### src/design/sbsc_pkg.sv
// Shared types, codes and keyword tables for the buffer size command parser.
package sbsc_pkg;

  // Parse phase codes
  localparam logic [2:0] PH_SET     = 3'd0;
  localparam logic [2:0] PH_BUFSIZE = 3'd1;
  localparam logic [2:0] PH_DIGITS  = 3'd2;
  localparam logic [2:0] PH_LF      = 3'd3;
  localparam logic [2:0] PH_DONE    = 3'd4;
  localparam logic [2:0] PH_INVALID = 3'd5;

  // Field widths
  localparam int unsigned VALUE_W = 37;
  localparam int unsigned MAXV_W  = 34;
  localparam int unsigned PROD_W  = VALUE_W + 4;

  // Keyword lengths
  localparam logic [3:0] SET_LEN     = 4'd3;
  localparam logic [3:0] BUFSIZE_LEN = 4'd10;

  // Characters of the grammar
  localparam logic [7:0] CH_BAR  = 8'h7C;
  localparam logic [7:0] CH_CR   = 8'h0D;
  localparam logic [7:0] CH_LF   = 8'h0A;
  localparam logic [7:0] CH_ZERO = 8'h30;
  localparam logic [7:0] CH_NINE = 8'h39;

  localparam logic [MAXV_W-1:0] MAXV_RESET = 34'd10000000000;

  // Parser state carried from one byte to the next
  typedef struct packed {
    logic [2:0]         phase;
    logic [3:0]         letter_idx;
    logic [VALUE_W-1:0] value;
  } parse_state_t;

  // Letters of SET
  function automatic logic [7:0] set_char(input logic [3:0] idx);
    logic [7:0] c;
    case (idx)
      4'd0:    c = 8'h53; // S
      4'd1:    c = 8'h45; // E
      4'd2:    c = 8'h54; // T
      default: c = 8'h00;
    endcase
    return c;
  endfunction

  // Letters of BUFFERSIZE
  function automatic logic [7:0] bufsize_char(input logic [3:0] idx);
    logic [7:0] c;
    case (idx)
      4'd0:    c = 8'h42; // B
      4'd1:    c = 8'h55; // U
      4'd2:    c = 8'h46; // F
      4'd3:    c = 8'h46; // F
      4'd4:    c = 8'h45; // E
      4'd5:    c = 8'h52; // R
      4'd6:    c = 8'h53; // S
      4'd7:    c = 8'h49; // I
      4'd8:    c = 8'h5A; // Z
      4'd9:    c = 8'h45; // E
      default: c = 8'h00;
    endcase
    return c;
  endfunction

endpackage

### src/design/sbsc_step.sv
// Next-state logic of the parser for one received byte.
module sbsc_step (
  input  sbsc_pkg::parse_state_t      cur,
  input  logic                        restart,
  input  logic [7:0]                  data_byte,
  input  logic [sbsc_pkg::MAXV_W-1:0] max_value,
  output sbsc_pkg::parse_state_t      nxt
);
  import sbsc_pkg::*;

  parse_state_t       base;
  logic [PROD_W-1:0]  prod;
  logic [PROD_W-1:0]  sum;
  logic [7:0]         digit;
  logic [7:0]         kw_char;
  logic [3:0]         kw_len;
  logic [2:0]         kw_next;

  // Apply restart before the byte is handled
  always_comb begin
    if (restart) begin
      base = '{phase: PH_SET, letter_idx: 4'd0, value: '0};
    end else begin
      base = cur;
    end
  end

  // Multiply-accumulate for a decimal digit: value*10 + digit
  assign digit = data_byte - CH_ZERO;
  assign prod  = {1'b0, base.value, 3'b000} + {3'b000, base.value, 1'b0};
  assign sum   = prod + {{(PROD_W-8){1'b0}}, digit};

  // Select the keyword being matched
  always_comb begin
    if (base.phase == PH_SET) begin
      kw_char = set_char(base.letter_idx);
      kw_len  = SET_LEN;
      kw_next = PH_BUFSIZE;
    end else begin
      kw_char = bufsize_char(base.letter_idx);
      kw_len  = BUFSIZE_LEN;
      kw_next = PH_DIGITS;
    end
  end

  // Advance the grammar by one byte
  always_comb begin
    nxt = base;
    case (base.phase)
      PH_SET, PH_BUFSIZE: begin
        if (base.letter_idx >= kw_len) begin
          if (data_byte == CH_BAR) begin
            nxt.letter_idx = 4'd0;
            nxt.phase      = kw_next;
          end else begin
            nxt.phase = PH_INVALID;
          end
        end else if (data_byte == kw_char) begin
          nxt.letter_idx = base.letter_idx + 4'd1;
        end else begin
          nxt.phase = PH_INVALID;
        end
      end
      PH_DIGITS: begin
        if (data_byte inside {[CH_ZERO:CH_NINE]}) begin
          if (sum > {{(PROD_W-MAXV_W){1'b0}}, max_value}) begin
            nxt.phase = PH_INVALID;
          end
          // Saturate at the top of the value field
          if (|sum[PROD_W-1:VALUE_W]) begin
            nxt.value = '1;
          end else begin
            nxt.value = sum[VALUE_W-1:0];
          end
        end else if (data_byte == CH_CR) begin
          nxt.phase = PH_LF;
        end else begin
          nxt.phase = PH_INVALID;
        end
      end
      PH_LF: begin
        nxt.phase = (data_byte == CH_LF) ? PH_DONE : PH_INVALID;
      end
      default: begin
        nxt = base;
      end
    endcase
  end

endmodule

### src/design/set_buffer_size_command_parser.sv
// Top level of the SET|BUFFERSIZE|<digits> CR LF command parser.
//
// One byte is taken per clock cycle when the output side is ready: each transfer on the
// input is parsed by combinational next-state logic and its result is held in a one-deep
// output register, shown the cycle after the transfer. The input stays ready while that
// register is empty or being drained. in_tuser carries the restart flag, which returns
// the parser to expecting SET before the byte is handled. The result reports the phase
// (0 SET, 1 BUFFERSIZE, 2 digits, 3 LF, 4 finished, 5 invalid), the value accumulated
// so far and a done flag. cfg_wr_data sets the largest accepted size; write it only
// while no transfer is in flight.
module set_buffer_size_command_parser (
  input  logic                        clk,
  input  logic                        rst_n,
  input  logic                        cfg_wr_en,
  input  logic [sbsc_pkg::MAXV_W-1:0] cfg_wr_data,
  input  logic                        in_tvalid,
  output logic                        in_tready,
  input  logic [7:0]                  in_tdata,   // [7:0] data_byte
  input  logic                        in_tuser,   // [0] restart
  output logic                        out_tvalid,
  input  logic                        out_tready,
  output logic [47:0]                 out_tdata   // [2:0] phase, [39:3] size_value,
                                                  // [40] done_res, [47:41] zero
);
  import sbsc_pkg::*;

  logic [MAXV_W-1:0] max_value_r;
  parse_state_t      state_r;
  parse_state_t      state_nxt;
  logic              out_valid_r;
  logic [47:0]       out_data_r;
  logic [47:0]       out_data_nxt;
  logic              in_xfer;
  logic              done_nxt;

  assign in_tready = !out_valid_r || out_tready;
  assign in_xfer   = in_tvalid && in_tready;

  // Parse one byte
  sbsc_step u_step (
    .cur       (state_r),
    .restart   (in_tuser),
    .data_byte (in_tdata),
    .max_value (max_value_r),
    .nxt       (state_nxt)
  );

  assign done_nxt     = (state_nxt.phase == PH_DONE) || (state_nxt.phase == PH_INVALID);
  assign out_data_nxt = {7'b0, done_nxt, state_nxt.value, state_nxt.phase};

  // Hold the size limit
  always_ff @(posedge clk) begin
    if (!rst_n) begin
      max_value_r <= MAXV_RESET;
    end else if (cfg_wr_en) begin
      max_value_r <= cfg_wr_data;
    end
  end

  // Advance the parser state on each input transfer
  always_ff @(posedge clk) begin
    if (!rst_n) begin
      state_r <= '{phase: PH_SET, letter_idx: 4'd0, value: '0};
    end else if (in_xfer) begin
      state_r <= state_nxt;
    end
  end

  // Output register: load on input transfer, drop once taken
  always_ff @(posedge clk) begin
    if (!rst_n) begin
      out_valid_r <= 1'b0;
    end else if (in_xfer) begin
      out_valid_r <= 1'b1;
    end else if (out_tready) begin
      out_valid_r <= 1'b0;
    end
  end

  always_ff @(posedge clk) begin
    if (in_xfer) begin
      out_data_r <= out_data_nxt;
    end
  end

  assign out_tvalid = out_valid_r;
  assign out_tdata  = out_data_r;

`ifndef SYNTHESIS
  // Finished phase absorbs bytes without restart
  a_done_sticky: assert property (@(posedge clk) disable iff (!rst_n)
    (in_xfer && !in_tuser && state_r.phase == PH_DONE) |=> (state_r.phase == PH_DONE))
    else $error("finished phase left without restart");

  // A restart followed by a byte other than S invalidates the parse
  a_restart_bad: assert property (@(posedge clk) disable iff (!rst_n)
    (in_xfer && in_tuser && in_tdata != 8'h53) |=> (state_r.phase == PH_INVALID))
    else $error("restart with wrong first letter not invalid");

  // Result held in the output register matches the stored state
  a_out_matches_state: assert property (@(posedge clk) disable iff (!rst_n)
    in_xfer |=> (out_tdata[2:0] == state_r.phase && out_tdata[39:3] == state_r.value))
    else $error("result register differs from parser state");

  // Letter index never runs beyond the longer keyword
  a_idx_range: assert property (@(posedge clk) disable iff (!rst_n)
    state_r.letter_idx <= BUFSIZE_LEN)
    else $error("letter index out of range");

  // Input stalls only while a result waits on a stalled output
  a_stall_cause: assert property (@(posedge clk) disable iff (!rst_n)
    !in_tready |-> (out_valid_r && !out_tready))
    else $error("input stalled without cause");
`endif

endmodule

### config.mk
export PLATFORM = sky130hd
export DESIGN_NAME = set_buffer_size_command_parser
export DESIGN_NICKNAME = d
export VERILOG_FILES = /design/src/design/sbsc_pkg.sv /design/src/design/sbsc_step.sv /design/src/design/set_buffer_size_command_parser.sv
export SDC_FILE = /design/constraint.sdc
export NUM_CORES = 1
export LEC_CHECK = 0
export ABC_CLOCK_PERIOD_IN_PS = 6840
export CAP_MARGIN = 15
export CELL_PAD_IN_SITES_DETAIL_PLACEMENT = 0
export CELL_PAD_IN_SITES_GLOBAL_PLACEMENT = 1
export CORE_ASPECT_RATIO = 0.5
export CORE_MARGIN = 3
export CORE_UTILIZATION = 49
export DETAILED_ROUTE_END_ITERATION = 16
export DONT_BUFFER_PORTS = 1
export HOLD_SLACK_MARGIN = 0.08
export PLACE_DENSITY_LB_ADDON = 0.1
export RECOVER_POWER = 50
export SLEW_MARGIN = 30
export SYNTH_ARGS = -nofsm -noshare
export SYNTH_HDL_FRONTEND = slang
export SYNTH_SLANG_ARGS = --single-unit
### constraint.sdc
create_clock -name clk -period 6.84 [get_ports clk]
set_input_delay 0.342 -clock clk [delete_from_list [all_inputs] [get_ports clk]]
set_output_delay 0.342 -clock clk [all_outputs]
set_load 0.1 [all_outputs]
==> results of run 1 <==
## logic make-up (layout without fill, tap and decap cells)
family,count (synthesis),in the layout
AO/OA/AOI/OAI,305,305
other,1,8
flip-flops,120,120
AND/OR/NAND/NOR,356,356
buffers and inverters,152,175
adder cells (fa/ha/maj),120,120
XOR/XNOR,40,40
multiplexers,25,25
## worst register-to-register path: stages, from the launching register on
cell and delay, ns:
dfxtp_1 0.64, nand2b_1 0.96, nand2_1 0.57, inv_1 1.11, clkbuf_1 1.95, nand2_1 0.25
a21oi_1 0.24, a211oi_1 0.06
## where the power goes
| part | internal, mW | switching, mW |
|---|---|---|
| sequential | 0.764 | 0.0935 |
| clock | 0.531 | 0.347 |
| combinational | 0.0662 | 0.109 |
| total | 1.36 | 0.550 |
## cell usage after synthesis, types with 3 or more instances
cell	n
xor2_1	15
ha_1	114
o21ai_1	18
o2bb2ai_1	27
mux2i_1	24
edfxtp_1	41
o21a_1	12
dfxtp_1	79
o21ai_0	42
o22a_1	3
nand3_1	12
nand2b_1	10
clkbuf_1	43
and2_1	4
buf_2	9
nor2_1	102
buf_4	8
nor2b_1	37
nor3_1	13
or3_1	7
a211oi_1	10
nor4_1	7
a31o_2	3
nand3b_1	3
o211ai_1	19
a21boi_0	5
or2_2	4
o31a_1	3
fa_1	6
a21oi_1	87
and4_1	3
a2bb2oi_1	4
and3_1	5
a31oi_1	24
a211o_1	4
o21bai_1	6
nand2_1	114
inv_1	86
nand4_1	24
a21o_1	11
xnor2_1	25
a21oi_2	5
## area by class of cell
class                      instances  area [um^2]  area share
antenna                            1         2.50    0.000240
clock buffer                      21          472      0.0452
clock inverter                    11         96.3     0.00923
inverter                          88          330      0.0317
multi-input combinational        853         5870       0.563
sequential                       120         2810       0.270
tap                              252          315      0.0302
timing repair buffer              55          532      0.0510
## through the flow
stage	std cells	area (um^2)	setup slack [ns]
floorplan	1125	9310	1.75
global placement	1317	9360	0.791
detailed placement	1317	9370	0.719
CTS	1400	10400	1.12
global route	1400	10400	0.414
finish	1401	10400	0.879
## how the worst max path moves through the flow
stage                            start                        to  depth (start not counted)
3_5_place_dp                  in_tuser    out_tdata[2]$_DFFE_PP_                         21
3_3_place_gp                  in_tuser    out_tdata[2]$_DFFE_PP_                         21
4_1_cts                       in_tuser    out_tdata[2]$_DFFE_PP_                         21
6_report       out_tvalid$_SDFFE_PN0P_  state_r[26]$_SDFFE_PN0P_                          7
5_1_grt        out_tvalid$_SDFFE_PN0P_  state_r[26]$_SDFFE_PN0P_                          7
2_1_floorplan                 in_tuser   out_tdata[40]$_DFFE_PP_                         24
## timing repair
action | in CTS | in global routing
hold buffers | 51 | 0
endpoints found under the setup margin | 0 | 0
endpoints found under the hold margin | 45 | 0
## registers in the layout, indices dropped and copies added (netlist names)
name         flops
out_tvalid       1
max_value_r     34
out_tdata       41
state_r         44
## routing by layer
metal	wire (um)	GRT usage
met4	252	0.0555
met3	2020	0.0706
met5	0	0
met1	14900	0.423
met2	11000	0.387
==> impl_metrics.toml, run 1 <==
[die]
die_x_um = 201
initial_utilization = 0.517
dieHeight_um = 103
ios = 98
core-area_um2 = 18000
rows = 34
die_area_um2 = 20700

[setup_path]
crit_top_cell = "nand2_1"
rr_startpoint = "out_tvalid$_SDFFE_PN0P_"
critPathBufInv = 2
crit_fanout = 48
crit_path_max_incr_delay_ns = 1.94
rr_endpoint = "state_r[26]$_SDFFE_PN0P_"
crit_path_cell_trace = "nand2b_1 > nand2_1 > inv_1 > clkbuf_1 > nand2_1 > a21oi_1 > a211oi_1"
ff2ff_path_depth = 7
cp.required_ns = 7.07
crit_type = "reg -> reg"
crit_path_start_kind = "register"
r2r_slack_ns = 0.88
cp_top_family = "buffers and inverters"
slowest_stage = "clkbuf_1"
cp.arrival_ns = 6.19
end_kind = "register"

[status]
violations = "capacitance limit, slew limit"
outcome = "finished, violations left"

[detailed_routing]
drc_errors = 0
avgRoutedWirePerCell_um = 20.1
postRouteAntennaNets = 0
avgViaCountPerCell = 5.89
first_pass_iters = 5
wl_um = 28200
drt-initial-drc-count = 571
vias = 8254

[logic_synthesis]
synth_area_leaders = "dfxtp_1, ha_1, edfxtp_1, a21oi_1, nand2_1"
synth-simple-area-share = 0.184
ys.warnings.count = 0
synthCells = 1119
synth-async-reset-ratio = 0
yosys.area_share.adder = 0.166
synth_edf_count = 41
syn_area_per_cell_um2 = 8.30
synth_cell_types = 73
synth_compound_area_frac = 0.214
synth.mux.area_fraction = 0.0271
synth_area_leader_cell = "dfxtp_1"
ys_seq_area_frac = 0.303
ys_ff_latch = 120
yosys.area.top_type_share = 0.170
synth_top_family_by_area = "compound AO/OA/AOI/OAI gates"
synthFlopType = "dfxtp_1"
synthesis.area_um2 = 9290
synth_xor_area_frac = 0.0377

[sta]
setup_viol_count_final = 0
layout_worst_path_cycle_share = 0.872
fmax_mhz = 168
drv_slew = 49
hold_ws_ns = 0.0938
rsz0062_at_grt = "no"
tightest_slew_ns = 2.64
skew_ns = 0.0176
max_slew_margin = -0.762
finalHoldViolations = 0
tns_ns = 0
period_needed_ns = 5.96

[power]
ir_drop_mv = 0.158
pwr_density_cell_nw_per_um2 = 183
total_power_mw = 1.91
p_leak_nw = 4.64

[cts]
cts-root-buf = "clkbuf_16"
cts_buffer_depth = 2
cts_tree = "yes"
ctsResizeCount = 0
numCtsBuffers = 17
cts.sinks = 120
clk_latency_ns = 0.43
clk_pin_slew_ns = 0.06
cts_max_level = 4
post-cts-setup-buffer-count = 0

[global_routing]
overflow = 0
antenna_found_initial = 0
grtUsageTotal = 0.276
first_global_vias = 7747
grt_pass1_wl_um = 44200
grt_max_degree = 52

[cells_and_area]
areaGrowthSynthToFinish_pct = 12.3
layout-drive-gt1-share = 0.0514
fillCellCount = 1698
final_cell_mix = "nand2_1, ha_1, nor2_1"
post-route-util = 0.581
final_nets = 1303

[min_path]
hp-class = "in -> reg"
hold-path-cell-count = 2
min_from = "rst_n"
min_to = "state_r[41]$_SDFFE_PN0P_"

[flow_run]
cap_violations = 1

[placed_design]
io_buffer_count = 0
place.gp.congestion = 0.904
dpl.hpwl_um = 20000
No activity file was read; power rests on OpenSTA's default activity.
==> run 2, diff against run 1 <==
REMOVE_ABC_BUFFERS = 1   (was default)
==> run 2 against run 1 <==
Compared with the run above:
- power increased by 2.2%
- clock skew decreased by 0.0076 ns
- combinational power decreased by 2%
- largest cell class unchanged
- the run still ends with capacitance limit, slew limit left
- critical path depth increased by 15
- routed wire length decreased by 2.8%
- cell count decreased by 0.93%
- critical endpoint is now out_tdata[40]$_DFFE_PP_
==> impl_metrics.toml, run 2 (synthesis results as in run 1) <==
[status]
outcome = "finished, violations left"
violations = "capacitance limit, slew limit"

[placed_design]
io_buffer_count = 0
place_area_um2 = 9370
dpl.hpwl_um = 19400
place.gp.congestion = 0.937

[flow_run]
cap_violations = 2

[setup_path]
crit_path_start_kind = "input port"
crit_type = "in -> reg"
cp.required_ns = 7.01
end_kind = "register"
rr_startpoint = "state_r[2]$_SDFFE_PN0P_"
crit_path_max_incr_delay_ns = 0.85
critPathBufInv = 3
cp.arrival_ns = 6.06
crit_path_cell_trace = "inv_1 > nand2_1 > fa_1 > inv_1 > ha_1 > o211ai_1 > a21oi_1 > o21ai_1 > a211oi_1 > nor3_1 > xor2_1 > inv_1 > ha_1 > nand4_1 > nor4_1 > nand4_1 > o21a_1 > o41ai_1 > nand4_1 > nor4_2 > o21a_1 > nor2_1"
rr_endpoint = "out_tdata[40]$_DFFE_PP_"
ff2ff_path_depth = 20
cp_top_family = "simple AND/OR/NAND/NOR gates"
r2r_slack_ns = 1.02
crit_fanout = 51
slowest_stage = "nor4_1"

[global_routing]
grtUsageTotal = 0.267
grt_util_met1 = 0.404
grtUsageMet2 = 0.386
antenna_found_initial = 1
first_global_vias = 7736
overflow = 0
grt.met3_usage = 0.0700
top_usage_layer = "met1"
grt_max_degree = 52
grt_pass1_wl_um = 43400

[die]
die_x_um = 201
initial_utilization = 0.517
rows = 34
core-area_um2 = 18000
die_area_um2 = 20700
ios = 98
dieHeight_um = 103

[min_path]
min_from = "cfg_wr_data[31]"
hp-class = "in -> reg"
min_to = "max_value_r[31]$_SDFFE_PN0P_"
hold-path-cell-count = 2

[cts]
ctsResizeCount = 0
post-cts-setup-buffer-count = 0
numCtsBuffers = 17
cts_tree = "yes"
cts_buffer_depth = 2
clk_pin_slew_ns = 0.06
clk_latency_ns = 0.42
cts.sinks = 120
cts-root-buf = "clkbuf_16"
cts-hold-fix-buffers = 37
cts_max_level = 4

[cells_and_area]
regMostFlops = "state_r"
final_cell_mix = "nand2_1, ha_1, nor2_1"
multiInputGateArea_um2 = 5880
layout-drive-gt1-share = 0.0555
largest_reg_flops = 44
seq_area_um2 = 2810
n_antenna_cell = 0
post-route-cell-area_um2 = 10400
final_nets = 1292
fillCellCount = 1706
post-route-util = 0.578
areaGrowthSynthToFinish_pct = 11.7

[detailed_routing]
postRouteAntennaNets = 0
avgViaCountPerCell = 5.91
first_pass_iters = 5
drt-initial-drc-count = 471
vias = 8207
avgRoutedWirePerCell_um = 19.7
drc_errors = 0
wl_um = 27400

[sta]
setup_viol_count_final = 0
max_slew_margin = -0.0354
tightest_slew_ns = 1.54
drv_slew = 36
rsz0062_at_grt = "no"
tns_ns = 0
finalHoldViolations = 0
skew_ns = 0.0100
fmax_mhz = 170
period_needed_ns = 5.89
hold_ws_ns = 0.0936
layout_worst_path_cycle_share = 0.862

[power]
ir_drop_mv = 0.166
pwr_density_cell_nw_per_um2 = 188
p_leak_nw = 4.62
-- run 2: worst max path at each step --
stage                   from                       to  slack, ns  cells past startpoint
global route        in_tuser  out_tdata[40]$_DFFE_PP_       0.39                     21
global placement    in_tuser   out_tdata[2]$_DFFE_PP_       0.68                     22
CTS                 in_tuser  out_tdata[40]$_DFFE_PP_       0.94                     21
floorplan           in_tuser  out_tdata[40]$_DFFE_PP_       2.02                     23
finish              in_tuser  out_tdata[40]$_DFFE_PP_       0.95                     22
detailed placement  in_tuser  out_tdata[40]$_DFFE_PP_       0.55                     21
-- run 2: stage by stage --
step                std cells  power, mW  setup slack [ns]
global route             1388       2.02             0.392
floorplan                1061      0.976              2.02
CTS                      1386       1.96             0.936
finish                   1388       1.95             0.947
detailed placement       1318       1.01             0.547
global placement         1318       1.01             0.678
-- run 2: cell type report --
cell class / instances / share of cell area
clock buffers: 19 / 0.0427
clock inverters: 12 / 0.0146
inverters: 88 / 0.0320
multi-input cells: 853 / 0.567
flip-flops and latches: 120 / 0.271
well taps: 252 / 0.0304
repair buffers: 44 / 0.0426
-- run 2: where the power goes --
part / switching [mW] / leakage [nW] / internal (mW) / total (mW)
registers: 0.0930 / 1.05 / 0.763 / 0.856
clock network: 0.346 / 0.289 / 0.580 / 0.925
logic: 0.109 / 3.28 / 0.0623 / 0.171
total: 0.548 / 4.62 / 1.41 / 1.95
-- run 2: layer usage --
metal | vias up | routed length, um
li1 | 4003 | -
met1 | 3928 | 13900
met2 | 259 | 10800
met3 | 17 | 2510
met4 | 0 | 148
met5 | - | 0
